**src/nsp_pkg.sv**
```systemverilog
`timescale 1ns / 1ps
// ----------------------------------------------------------------------------
// nsp_pkg
// Shared types and constants of the nearest-segment search block.
// ----------------------------------------------------------------------------
package nsp_pkg;

   // item action codes
   localparam logic [1:0] ACT_CLEAR  = 2'd0;
   localparam logic [1:0] ACT_APPEND = 2'd1;
   localparam logic [1:0] ACT_QUERY  = 2'd2;

   localparam int COORD_W = 16;
   localparam int INDEX_W = 6;
   localparam int REQ_W   = 72;   // 66 bits of fields, padded to bytes
   localparam int RSP_W   = 72;   // 71 bits of fields, padded to bytes

   // one stored segment
   typedef struct packed {
      logic signed [COORD_W-1:0] end_y;
      logic signed [COORD_W-1:0] end_x;
      logic signed [COORD_W-1:0] start_y;
      logic signed [COORD_W-1:0] start_x;
   } seg_type;

   // controller to datapath commands
   typedef struct packed {
      logic load_point;   // capture query point
      logic rd_issue;     // start a store read
      logic geo_a;        // deltas from read data
      logic geo_b;        // products for len and dot
      logic geo_c;        // sums, clamp decisions
      logic div_start;    // start the fraction division
      logic div_step;     // one quotient bit
      logic cp_a;         // closest point products
      logic cp_b;         // error terms
      logic cp_c;         // error squares
      logic cp_d;         // distance sum and compare
      logic best_clear;   // reset running best
      logic best_fetch;   // read best entry for result
      logic best_load;    // latch best entry
   } nsp_cmd_type;

   // datapath to controller status
   typedef struct packed {
      logic div_needed;   // t lies strictly between 0 and 1
   } nsp_sts_type;

endpackage

```
**src/nsp_ctrl.sv**
```systemverilog
`timescale 1ns / 1ps
// ----------------------------------------------------------------------------
// nsp_ctrl
// Sequencer: table count, per-segment step order and result handshake.
// ----------------------------------------------------------------------------
module nsp_ctrl #(
   parameter int MAX_SEGMENTS = 64,
   parameter int IDX_W        = 6,
   parameter int CNT_W        = 7
) (
   input  logic                 clock,
   input  logic                 reset,
   input  logic                 req_valid,
   input  logic [1:0]           req_action,
   output logic                 req_ready,
   output logic                 wr_en,
   output logic [IDX_W-1:0]     wr_addr,
   output logic [IDX_W-1:0]     rd_addr,
   input  logic [IDX_W-1:0]     best_idx,
   output nsp_pkg::nsp_cmd_type cmd,
   input  nsp_pkg::nsp_sts_type sts,
   output logic                 rsp_valid,
   input  logic                 rsp_ready,
   output logic                 rsp_found
);

   typedef enum logic [3:0] {
      S_IDLE, S_READ, S_GA, S_GB, S_GC, S_DIV, S_CA, S_CB, S_CC, S_CD,
      S_FETCH, S_LOAD, S_OUT
   } state_type;

   state_type        state_ff;
   logic [CNT_W-1:0] count_ff;
   logic [CNT_W-1:0] seg_ff;
   logic [5:0]       step_ff;
   logic             found_ff;
   logic             accept;

   assign req_ready = (state_ff == S_IDLE);
   assign accept    = req_valid && req_ready;
   assign wr_en     = accept && req_action == nsp_pkg::ACT_APPEND
                      && count_ff < CNT_W'(MAX_SEGMENTS);
   assign wr_addr   = count_ff[IDX_W-1:0];
   assign rd_addr   = (state_ff == S_FETCH) ? best_idx : seg_ff[IDX_W-1:0];
   assign rsp_valid = (state_ff == S_OUT);
   assign rsp_found = found_ff;

   // command decode
   always_comb begin
      cmd = '0;
      cmd.load_point = accept;
      cmd.best_clear = accept;
      case (state_ff)
         S_READ:  cmd.rd_issue   = 1'b1;
         S_GA:    cmd.geo_a      = 1'b1;
         S_GB:    cmd.geo_b      = 1'b1;
         S_GC:    cmd.geo_c      = 1'b1;
         S_DIV: begin
            cmd.div_start = (step_ff == 6'd0);
            cmd.div_step  = (step_ff != 6'd0);
         end
         S_CA:    cmd.cp_a       = 1'b1;
         S_CB:    cmd.cp_b       = 1'b1;
         S_CC:    cmd.cp_c       = 1'b1;
         S_CD:    cmd.cp_d       = 1'b1;
         S_FETCH: cmd.best_fetch = 1'b1;
         S_LOAD:  cmd.best_load  = 1'b1;
         default: ;
      endcase
   end

   always_ff @(posedge clock) begin
      if (reset) begin
         state_ff <= S_IDLE;
         count_ff <= '0;
         seg_ff   <= '0;
         step_ff  <= '0;
         found_ff <= 1'b0;
      end else begin
         case (state_ff)
            S_IDLE: if (accept) begin
               seg_ff <= '0;
               case (req_action)
                  nsp_pkg::ACT_CLEAR: count_ff <= '0;
                  nsp_pkg::ACT_APPEND:
                     if (wr_en) count_ff <= count_ff + 1'b1;
                  nsp_pkg::ACT_QUERY: begin
                     found_ff <= (count_ff != '0);
                     state_ff <= (count_ff != '0) ? S_READ : S_OUT;
                  end
                  default: ;
               endcase
            end
            S_READ: state_ff <= S_GA;
            S_GA:   state_ff <= S_GB;
            S_GB:   state_ff <= S_GC;
            S_GC: begin
               step_ff  <= '0;
               state_ff <= S_DIV;
            end
            // a load step, then 16 quotient bits when a division is needed
            S_DIV: begin
               if (!sts.div_needed || step_ff == 6'd16) begin
                  state_ff <= S_CA;
               end
               step_ff <= step_ff + 6'd1;
            end
            S_CA: state_ff <= S_CB;
            S_CB: state_ff <= S_CC;
            S_CC: state_ff <= S_CD;
            S_CD: begin
               seg_ff   <= seg_ff + 1'b1;
               state_ff <= (seg_ff + 1'b1 == count_ff) ? S_FETCH : S_READ;
            end
            S_FETCH: state_ff <= S_LOAD;
            S_LOAD:  state_ff <= S_OUT;
            S_OUT:   if (rsp_ready) state_ff <= S_IDLE;
            default: state_ff <= S_IDLE;
         endcase
      end
   end

endmodule

```
**config.mk**
```make
export PLATFORM = sky130hd
export DESIGN_NAME = nsp_ctrl
export DESIGN_NICKNAME = d
export VERILOG_FILES = /design/src/nsp_pkg.sv /design/src/nsp_ctrl.sv
export SDC_FILE = /design/constraint.sdc
export NUM_CORES = 1
export LEC_CHECK = 0
export ABC_AREA = 1
export BUFFER_PORTS_ARGS = -buffer_cell sky130_fd_sc_hd__buf_2
export CAP_MARGIN = 20
export CORE_UTILIZATION = 54
export DETAILED_ROUTE_END_ITERATION = 10
export GPL_TIMING_DRIVEN = 0
export PLACE_DENSITY = 0.89
export SLEW_MARGIN = 30
export SYNTH_ARGS = -nofsm -noshare
export SYNTH_HDL_FRONTEND = slang
export SYNTH_SLANG_ARGS = --single-unit
```
**constraint.sdc**
```tcl
create_clock -name clock -period 3.8 [get_ports clock]
set_input_delay 0.95 -clock clock [delete_from_list [all_inputs] [get_ports clock]]
set_output_delay 0.95 -clock clock [all_outputs]
set_load 0.03 [all_outputs]
```
; ---- Word-level counts from Yosys, hierarchy flattened
; Cells that the tools add are included.
[totals]
register_bits = 25
out_inout_bits = 30
elab_cells = 71
[op_classes]
n_addsub = 3
order_cmp = 1
n_eq_ne = 21
mux = 24
reduce_logical = 17
[op_table]
columns = operator, count
row1 = case mux 4 bit (13 select lines), 1
row2 = case mux 7 bit (2 select lines), 2
row3 = 2-to-1 mux 4 bit, 6
row4 = == test 4 bit (second input constant), 5
row5 = == test 4 x 3 -> 1 bit (second input constant), 4
row6 = adder 7 x 1 -> 7 bit (second input constant), 2
row7 = 2-to-1 mux 7 bit, 2
row8 = case mux 6 bit (2 select lines), 1
row9 = 2-to-1 mux 1 bit, 10
row10 = == test 4 x 2 -> 1 bit (second input constant), 2
row11 = AND reduction 4 bit, 2
row12 = == test 7 bit, 1
row13 = < comparator 7 bit (second input constant), 1
row14 = nonzero test 7 bit, 1
row15 = adder 6 x 1 -> 6 bit (second input constant), 1
row16 = == test 6 x 5 -> 1 bit (second input constant), 1
row17 = zero test 6 bit, 1
row18 = 2-to-1 mux 6 bit, 1
row19 = != test 2 x 1 -> 1 bit (second input constant), 3
row20 = nonzero test 2 bit, 3
row21 = nonzero test 6 bit, 1
row22 = == test 4 x 1 -> 1 bit (second input constant), 1
row23 = zero test 4 bit, 1
row24 = != test 2 bit (second input constant), 2
row25 = other kinds (9), 11

; ---- Logic depth before layout (Yosys ltp)
; Gate-level depths: netlist of the first run.
[depth]
ltp_word = 6
depth_mapped = 14
ltp_nobuf = 14

; ---- Worst setup path before layout of the first run
; OpenSTA, ideal clock, no wires.
[synth_path]
path_kind = input -> output
startpoint = input req_action[0]
endpoint = output wr_en
arrival_time_ns = 1.800
required_time_ns = 2.850
setup_slack_ns = 1.050
cell_stages = 4
path_buffers = 0
path_cell_list = inv_1 > nor2_1 > inv_1 > nor3_1
[synth_via]
elab_chain_len = 3
[synth_lines]
columns = element, line
row1 = start: declaration, nsp_ctrl.sv:14  ; input logic [1:0] req_action,
row2 = == test 2 x 1 -> 1 bit, nsp_ctrl.sv:41  ; assign wr_en = accept && req_action == nsp_pkg::ACT_APPEND
row3 = logical AND 1 bit, nsp_ctrl.sv:41
row4 = logical AND 1 bit, nsp_ctrl.sv:42  ; && count_ff < CNT_W'(MAX_SEGMENTS);
row5 = end: declaration, nsp_ctrl.sv:16  ; output logic wr_en,
; No other way between the ends.

; ---- Worst setup path after layout of the first run
[layout_path]
startpoint = register state_ff[3]
endpoint = output rd_addr[2]
[layout_via]
elab_chain_len = 2
[layout_lines]
columns = element, line
row1 = start: declaration, nsp_ctrl.sv:32  ; state_type state_ff;
row2 = start signal: assignment, nsp_ctrl.sv:89  ; state_ff <= (count_ff != '0) ? S_READ : S_OUT;
row3 = start signal: assignment, nsp_ctrl.sv:113  ; state_ff <= (seg_ff + 1'b1 == count_ff) ? S_FETCH : S_READ;
row4 = == test 4 bit, nsp_ctrl.sv:44  ; assign rd_addr = (state_ff == S_FETCH) ? best_idx : seg_ff[IDX_W-1:0];
row5 = 2-to-1 mux 6 bit, nsp_ctrl.sv:44
row6 = end: declaration, nsp_ctrl.sv:18  ; output logic [IDX_W-1:0] rd_addr,
; No other way between the ends.

==> results of run 1 <==
[state kept, by name, summed over array words and instances, names as in the netlist]
register,cells
count_ff,7
rsp_found,1
step_ff,6
seg_ff,7
state_ff,4
[cells in the final DEF (no fill, tap or decap)]
cell	count
nand2_1	70
buf_2	42
inv_1	40
nor2_1	28
nand3_1	26
dfxtp_1	25
a21oi_1	20
o21ai_0	13
buf_4	9
nor3_1	7
nand4_1	6
ha_1	5
inv_2	4
clkbuf_1	4
nor2_2	4
nand2_4	3
clkbuf_4	3
a31oi_1	2
a21oi_2	2
nor2_8	1
o221a_2	1
o21bai_1	1
nor2_4	1
nand2_2	1
o21ai_2	1
o31ai_1	1
a221oi_1	1
xnor2_1	1
xor2_1	1
nand3_2	1
[path summary, 6_finish.rpt]
kind	startpoint	end
hold / removal	step_ff[5]$_SDFFE_PP0P_	step_ff[5]$_SDFFE_PP0P_
setup / recovery	state_ff[3]$_SDFFE_PP0P_	rd_addr[2]
hold reg to reg	step_ff[5]$_SDFFE_PP0P_	step_ff[5]$_SDFFE_PP0P_
setup reg to reg	seg_ff[1]$_SDFFE_PP0P_	state_ff[3]$_SDFFE_PP0P_
[per-layer routing]
metal	vias to the layer above	global-route usage, %	wire length (um)
met5	-	0	0
met3	5	1.978	268
met2	62	41.56	1778
met4	0	8.163	55
li1	976	-	-
met1	813	34.65	1850
[worst max-delay path, stage by stage, from the launching register on]
cell,delay [ns]
dfxtp_1,0.39
inv_2,0.07
nor2_1,0.13
inv_1,0.11
nor2_1,0.19
clkbuf_1,0.29
nand2_1,0.07
o21ai_0,0.08
buf_2,0.22
[layout make-up]
cell class | count | area, um^2
multi-input combinational | 197 | 996.0
tap | 44 | 55.05
sequential | 25 | 500.5
buffer | 13 | 83.83
fill | 302 | 1021
timing repair buffer | 41 | 205.2
clock buffer | 4 | 26.28
inverter | 44 | 165.2
[kinds of logic after synthesis]
logic type / synth area share [%]
and+or+nand+nor: 38.78
xor gates and xnor gates: 1.004
DFF: 28.67
buffers and inverters: 14.26
AOI/OAI and AO/OA: 13.69
adders and majority gates: 3.584
[power breakdown]
| part | switching, uW | internal [uW] | total, uW | leakage (uW) |
|---|---|---|---|---|
| registers | 21.3 | 285 | 307 | 0.000202 |
| clock network | 84.5 | 41.2 | 126 | 0.0000150 |
| logic | 404 | 184 | 588 | 0.000745 |
| total | 510 | 510 | 1020 | 0.000962 |
[stage by stage]
stage / hold slack, ns / utilization, % / instances / total power [uW] / instance area (um^2)
3_3_place_gp: 0.4371 / 65.70 / 364 / 886.0 / 2006
4_1_cts: 0.4566 / 66.56 / 368 / 1022 / 2032
5_1_grt: 0.5431 / 66.56 / 368 / 1095 / 2032
6_report: 0.4553 / 66.56 / 368 / 1020 / 2032
3_5_place_dp: 0.4374 / 65.70 / 364 / 897.7 / 2006
2_1_floorplan: 0.4218 / - / 279 / 773.9 / 1745
==> impl_metrics.py, run 1 <==
metrics = {
    "sta": {
        "fin_crit_sh_pct": 74.77,
        "final.setup.tns_ns": 0,
        "setup_viol": 0,
        "rsz0062_at_grt": "no",
        "hold_viol": 0,
        "fin_crit_ns": 2.841,
        "max_freq_mhz": 352.0,
        "tightest_slew_ns": 0.5454,
        "max-slew-margin-rel_pct": 63.64,
        "fin_skew_ns": 0.002708,
        "layout_setup_ws_ns": 0.9587,
        "drv_slew": 0,
    },
    "placement": {
        "hpwl_um": 3161,
        "port-buffer-count": 41,
        "gp_congestion": 0.8685,
        "pre_cts_ws_ns": 1.236,
    },
    "power_and_ir_drop": {
        "powerDensity_nw_per_um2": 502.1,
        "ir_worst_vdd_uv": 403.6,
        "p_leak_uw": 0.0009623,
    },
    "route": {
        "drt-pass1-iter-count": 4,
        "wire_per_inst_um": 10.74,
        "wl_um": 3953,
        "ant_nets": 0,
        "vias": 1856,
        "viasPerCell": 5.043,
        "drt_iter0_drc": 109,
        "drc_errors": 0,
    },
    "clocking": {
        "cts_sinks": 25,
        "cts_made_buffers": 3,
        "clock_latency_ns": 0.33,
        "htreeDepth": 1,
        "clk_pin_slew_ns": 0.14,
        "cts_max_path_buffers": 2,
        "postCtsHoldBufs": 0,
        "root_buffer": "clkbuf_4",
        "post-cts-setup-buffer-count": 0,
        "cts_tree": "done",
        "post_cts_resized": 0,
    },
    "yosys": {
        "async_reset_ff_share_pct": 0,
        "yosysUniqueCellTypes": 29,
        "seq_area_frac_synth_pct": 28.67,
        "yosys_warnings": 0,
        "synth_edf_count": 0,
        "ys_seq_elements": 25,
        "syn-instance-count": 279,
        "synth.net_count": 297,
        "synthTopCellsByArea": "dfxtp_1 (29%), nand2_1 (15%), inv_1 (8.6%), nand3_1 (7.5%), nor2_1 (6.0%)",
        "synth_top_area_share_pct": 28.67,
        "synth_common_cells": "nand2_1 (70), inv_1 (40), nor2_1 (28)",
        "yosys.area.top_type": "dfxtp_1",
        "synthesis.area_um2": 1745,
        "syn_avg_cell_area_um2": 6.256,
        "synth_ff_type": "dfxtp_1",
        "synthMostInstantiatedCell": "nand2_1",
    },
    "setup_path": {
        "required_ns": 2.85,
        "cp_max_fo": 10,
        "r2r_slack_ns": 1.93,
        "cp-end-kind": "output pin",
        "reg2regPathDepth": 13,
        "crit_arrival_ns": 1.89,
        "cp-start-kind": "register",
        "path_class": "register to output pin",
    },
    "floorplan": {
        "dieArea_um2": 3464,
        "start_util_pct": 57.17,
        "io_pins": 43,
        "core_um2": 3053,
        "die_x_um": 58.86,
        "rows": 20,
        "die_height_um": 58.86,
    },
    "hold_path": {
        "hold_depth": 1,
        "hp-class": "register to register",
    },
    "global_route": {
        "grt_pass1_vias": 1593,
        "overflow": 0,
        "grt_max_degree": 14,
        "grt_pass1_wl_um": 6727,
        "track_usage_pct": 25.14,
        "grt_antenna_before_repair": 0,
    },
    "status": {
        "status": "finished clean",
    },
    "flow_run": {
        "drv_cap": 0,
    },
    "finish": {
        "num-nets-final": 343,
        "num_antenna_cells": 0,
        "syn2layout_area_growth_pct": 16.42,
        "layout-drive-gt1-share_pct": 22.53,
    },
}
No activity file was read; power rests on OpenSTA's default activity.
==> run 2, diff against run 1 <==
--- a/config.mk
+++ b/config.mk
@@ -5,13 +5,13 @@
 export SDC_FILE = /design/constraint.sdc
 export NUM_CORES = 1
 export LEC_CHECK = 0
-export ABC_AREA = 1
+export ABC_AREA = 0
 export BUFFER_PORTS_ARGS = -buffer_cell sky130_fd_sc_hd__buf_2
 export CAP_MARGIN = 20
-export CORE_UTILIZATION = 54
+export CORE_UTILIZATION = 48
 export DETAILED_ROUTE_END_ITERATION = 10
 export GPL_TIMING_DRIVEN = 0
-export PLACE_DENSITY = 0.89
+export PLACE_DENSITY = 0.84
 export SLEW_MARGIN = 30
 export SYNTH_ARGS = -nofsm -noshare
 export SYNTH_HDL_FRONTEND = slang
==> constraint.sdc (replaced) <==
create_clock -name clock -period 2.6 [get_ports clock]
set_input_delay 0.65 -clock clock [delete_from_list [all_inputs] [get_ports clock]]
set_output_delay 0.65 -clock clock [all_outputs]
set_load 0.03 [all_outputs]
==> run 2 against run 1 <==
- the run now ends with negative setup slack left
- worst hold slack improved by 0.044 ns
- sequential share of layout area fell by 0.17 points
- via count fell by 8.6%
- clock power rose by 40%
- cell area rose by 2.7%
- synthesized cell count fell by 23%
- sequential power rose by 55%
- combinational power rose by 67%
- core utilization fell by 5.0 points
- critical path type unchanged
- critical endpoint is now wr_en
- largest power group unchanged
- highest routed layer unchanged
==> impl_metrics.py, run 2 <==
metrics = {
    "finish": {
        "utilization_pct": 61.57,
        "final_cell_mix": "buf_2 (41), nor2_1 (34), dfxtp_1 (21), nand2_1 (14), buf_4 (14)",
        "reg.largest.list": "count_ff (7), seg_ff (7), step_ff (6)",
        "final_common_cell": "buf_2",
        "num-nets-final": 285,
        "syn2layout_area_growth_pct": 21.75,
        "layout-drive-gt1-share_pct": 33.08,
        "stdcell_area_um2": 2087,
        "num_antenna_cells": 0,
    },
    "setup_path": {
        "path_class": "register to output pin",
        "required_ns": 1.95,
        "cp_max_fo": 4,
        "cp-end-kind": "output pin",
        "cp-start-kind": "register",
        "crit_arrival_ns": 1.96,
    },
    "placement": {
        "port-buffer-count": 42,
        "dpl_cell_area_um2": 1987,
        "hpwl_um": 2988,
        "gp_congestion": 0.9092,
    },
    "route": {
        "drc_errors": 0,
        "wl_um": 3933,
        "vias": 1696,
        "drt-pass1-iter-count": 4,
        "ant_nets": 0,
        "drt_iter0_drc": 105,
        "wire_per_inst_um": 12.61,
        "viasPerCell": 5.436,
    },
    "sta": {
        "hold_viol": 0,
        "max_freq_mhz": 383.2,
        "fin_crit_ns": 2.610,
        "max-slew-margin-rel_pct": 63.41,
        "setup_viol": 1,
        "layout_setup_ws_ns": -0.009594,
        "fin_crit_sh_pct": 100.4,
        "tightest_slew_ns": 0.5446,
        "drv_slew": 0,
        "rsz0062_at_grt": "yes",
        "fin_skew_ns": 0.01070,
    },
    "global_route": {
        "track_usage_pct": 21.39,
        "grt_pass1_wl_um": 6044,
        "grt_max_degree": 15,
        "grt_antenna_before_repair": 0,
        "overflow": 0,
        "grt_pass1_vias": 1366,
    },
    "power_and_ir_drop": {
        "powerDensity_nw_per_um2": 782.9,
        "clockPowerShare_pct": 10.8,
        "power.switching_fraction_pct": 46.74,
        "p_leak_uw": 0.0009679,
        "p_switching_uw": 763.8,
        "seqPwrFrac_pct": 29.1,
        "internal-power_uw": 870.2,
        "ir_worst_vdd_uv": 645.8,
        "comb_power_share_pct": 60.1,
    },
    "yosys": {
        "ys_seq_elements": 25,
        "syn-instance-count": 216,
        "synth_common_cells": "nor2_1 (35), dfxtp_1 (25), nand2_1 (15)",
        "synthMostInstantiatedCell": "nor2_1",
        "synthTopCellsByArea": "dfxtp_1 (29%), nor2_1 (7.7%), xor2_1 (5.6%), xnor2_1 (4.1%), mux2_2 (3.9%)",
        "syn_avg_cell_area_um2": 7.936,
        "yosys.area.top_type": "dfxtp_1",
        "synthesis.area_um2": 1714,
        "yosys_warnings": 0,
        "synth_top_area_share_pct": 29.20,
        "synth_edf_count": 0,
        "yosysUniqueCellTypes": 48,
        "async_reset_ff_share_pct": 0,
        "seq_area_frac_synth_pct": 29.20,
        "synth_ff_type": "dfxtp_1",
        "synth.net_count": 234,
    },
    "status": {
        "status": "finished with violations",
        "violations": "negative setup slack",
    },
    "floorplan": {
        "io_pins": 43,
        "rows": 21,
        "die_x_um": 61.76,
        "start_util_pct": 50.57,
        "die_height_um": 61.76,
        "core_um2": 3390,
        "dieArea_um2": 3814,
    },
    "clocking": {
        "root_buffer": "clkbuf_4",
        "cts_max_path_buffers": 2,
        "htreeDepth": 1,
        "clock_latency_ns": 0.32,
        "cts_tree": "done",
        "cts_made_buffers": 3,
        "postCtsHoldBufs": 0,
        "cts_sinks": 25,
        "clk_pin_slew_ns": 0.14,
    },
    "hold_path": {
        "hp-class": "register to register",
    },
    "flow_run": {
        "drv_cap": 0,
    },
}
[run 2: changes by cell type after synthesis, sizes merged, moves of 5 or more]
cell   delta
a21oi     -9
xor2     +10
xnor2     +7
mux2      +6
or3       +5
nand2    -59
nand3    -23
inv      -32
and3      +5
[run 2: metrics by stage]
step | worst slack, ns | total power [uW] | hold WS, ns | instances | TNS, ns
2_1_floorplan | 0.1018 | 1143 | 0.4577 | 216 | 0
3_3_place_gp | 0.07586 | 1328 | 0.4759 | 304 | 0
3_5_place_dp | 0.05652 | 1345 | 0.4863 | 304 | 0
4_1_cts | -0.003213 | 1604 | 0.5038 | 312 | -0.003213
5_1_grt | -0.04855 | 1737 | 0.5128 | 312 | -0.04855
6_report | -0.009594 | 1634 | 0.4996 | 312 | -0.009594
[run 2: cell families (layout without fill, tap and decap cells)]
logic type	Yosys count	after routing	synth area share (%)
and+or+nand+nor	95	95	28.54
AOI/OAI and AO/OA	39	39	16.42
buffers and inverters	26	76	7.956
DFF	25	25	29.20
xor gates and xnor gates	19	19	9.708
muxes	7	7	4.525
adders and majority gates	5	5	3.650
[run 2: final cells by class]
type                            count  area [um^2]
Tap cell                           46        57.56
Timing Repair Buffer               46        247.7
Buffer                             14        92.59
Clock buffer                        3        22.52
Inverter                           12        45.04
Multi-Input combinational cell    165         1106
Sequential cell                    25        510.5
Clock inverter                      1        5.005
Fill cell                         296         1303
[run 2: routing by layer]
layer  part of all wire [%]  global-route usage (%)  vias up  wire (um)
met5                      0                       0        -          0
met1                     44                   25.99      785       1712
li1                       -                       -      852          -
met3                    5.0                   4.555        2        195
met4                   0.25                   2.540        0         10
met2                     51                   39.78       57       2016
[run 2: worst paths after layout]
path / slack, ns / depth (start not counted) / endpoint / from
worst max register to register: 0.56 / 6 / state_ff[0]$_SDFFE_PP0P_ / state_ff[3]$_SDFFE_PP0P_
worst min register to register: 0.50 / 2 / step_ff[0]$_SDFFE_PP0P_ / step_ff[0]$_SDFFE_PP0P_
worst min-delay path: 0.50 / 2 / step_ff[0]$_SDFFE_PP0P_ / step_ff[0]$_SDFFE_PP0P_
worst max-delay path: -0.01 / 4 / wr_en / state_ff[0]$_SDFFE_PP0P_
[run 2: worst max-delay path, stage by stage (launching register included)]
cell	delay (ns)
dfxtp_4	0.38
or4_4	0.55
or3_4	0.36
nor3b_2	0.17
buf_4	0.18
[run 2: power by group through the flow]
stage / Clock, uW / Combinational [uW] / Sequential, uW
after floorplan: 0 / 672 / 472
after global placement: 0 / 849 / 479
after detailed placement: 0 / 865 / 481
after CTS: 180 / 953 / 470
after global routing: 197 / 1060 / 484
final: 176 / 982 / 475
[run 2: what timing repair did]
action	in CTS	in global routing
endpoints found under the setup margin	8	10
gates resized for setup	9	9
buffers inserted	4	0
pin swaps	3	1
cloned	0	0
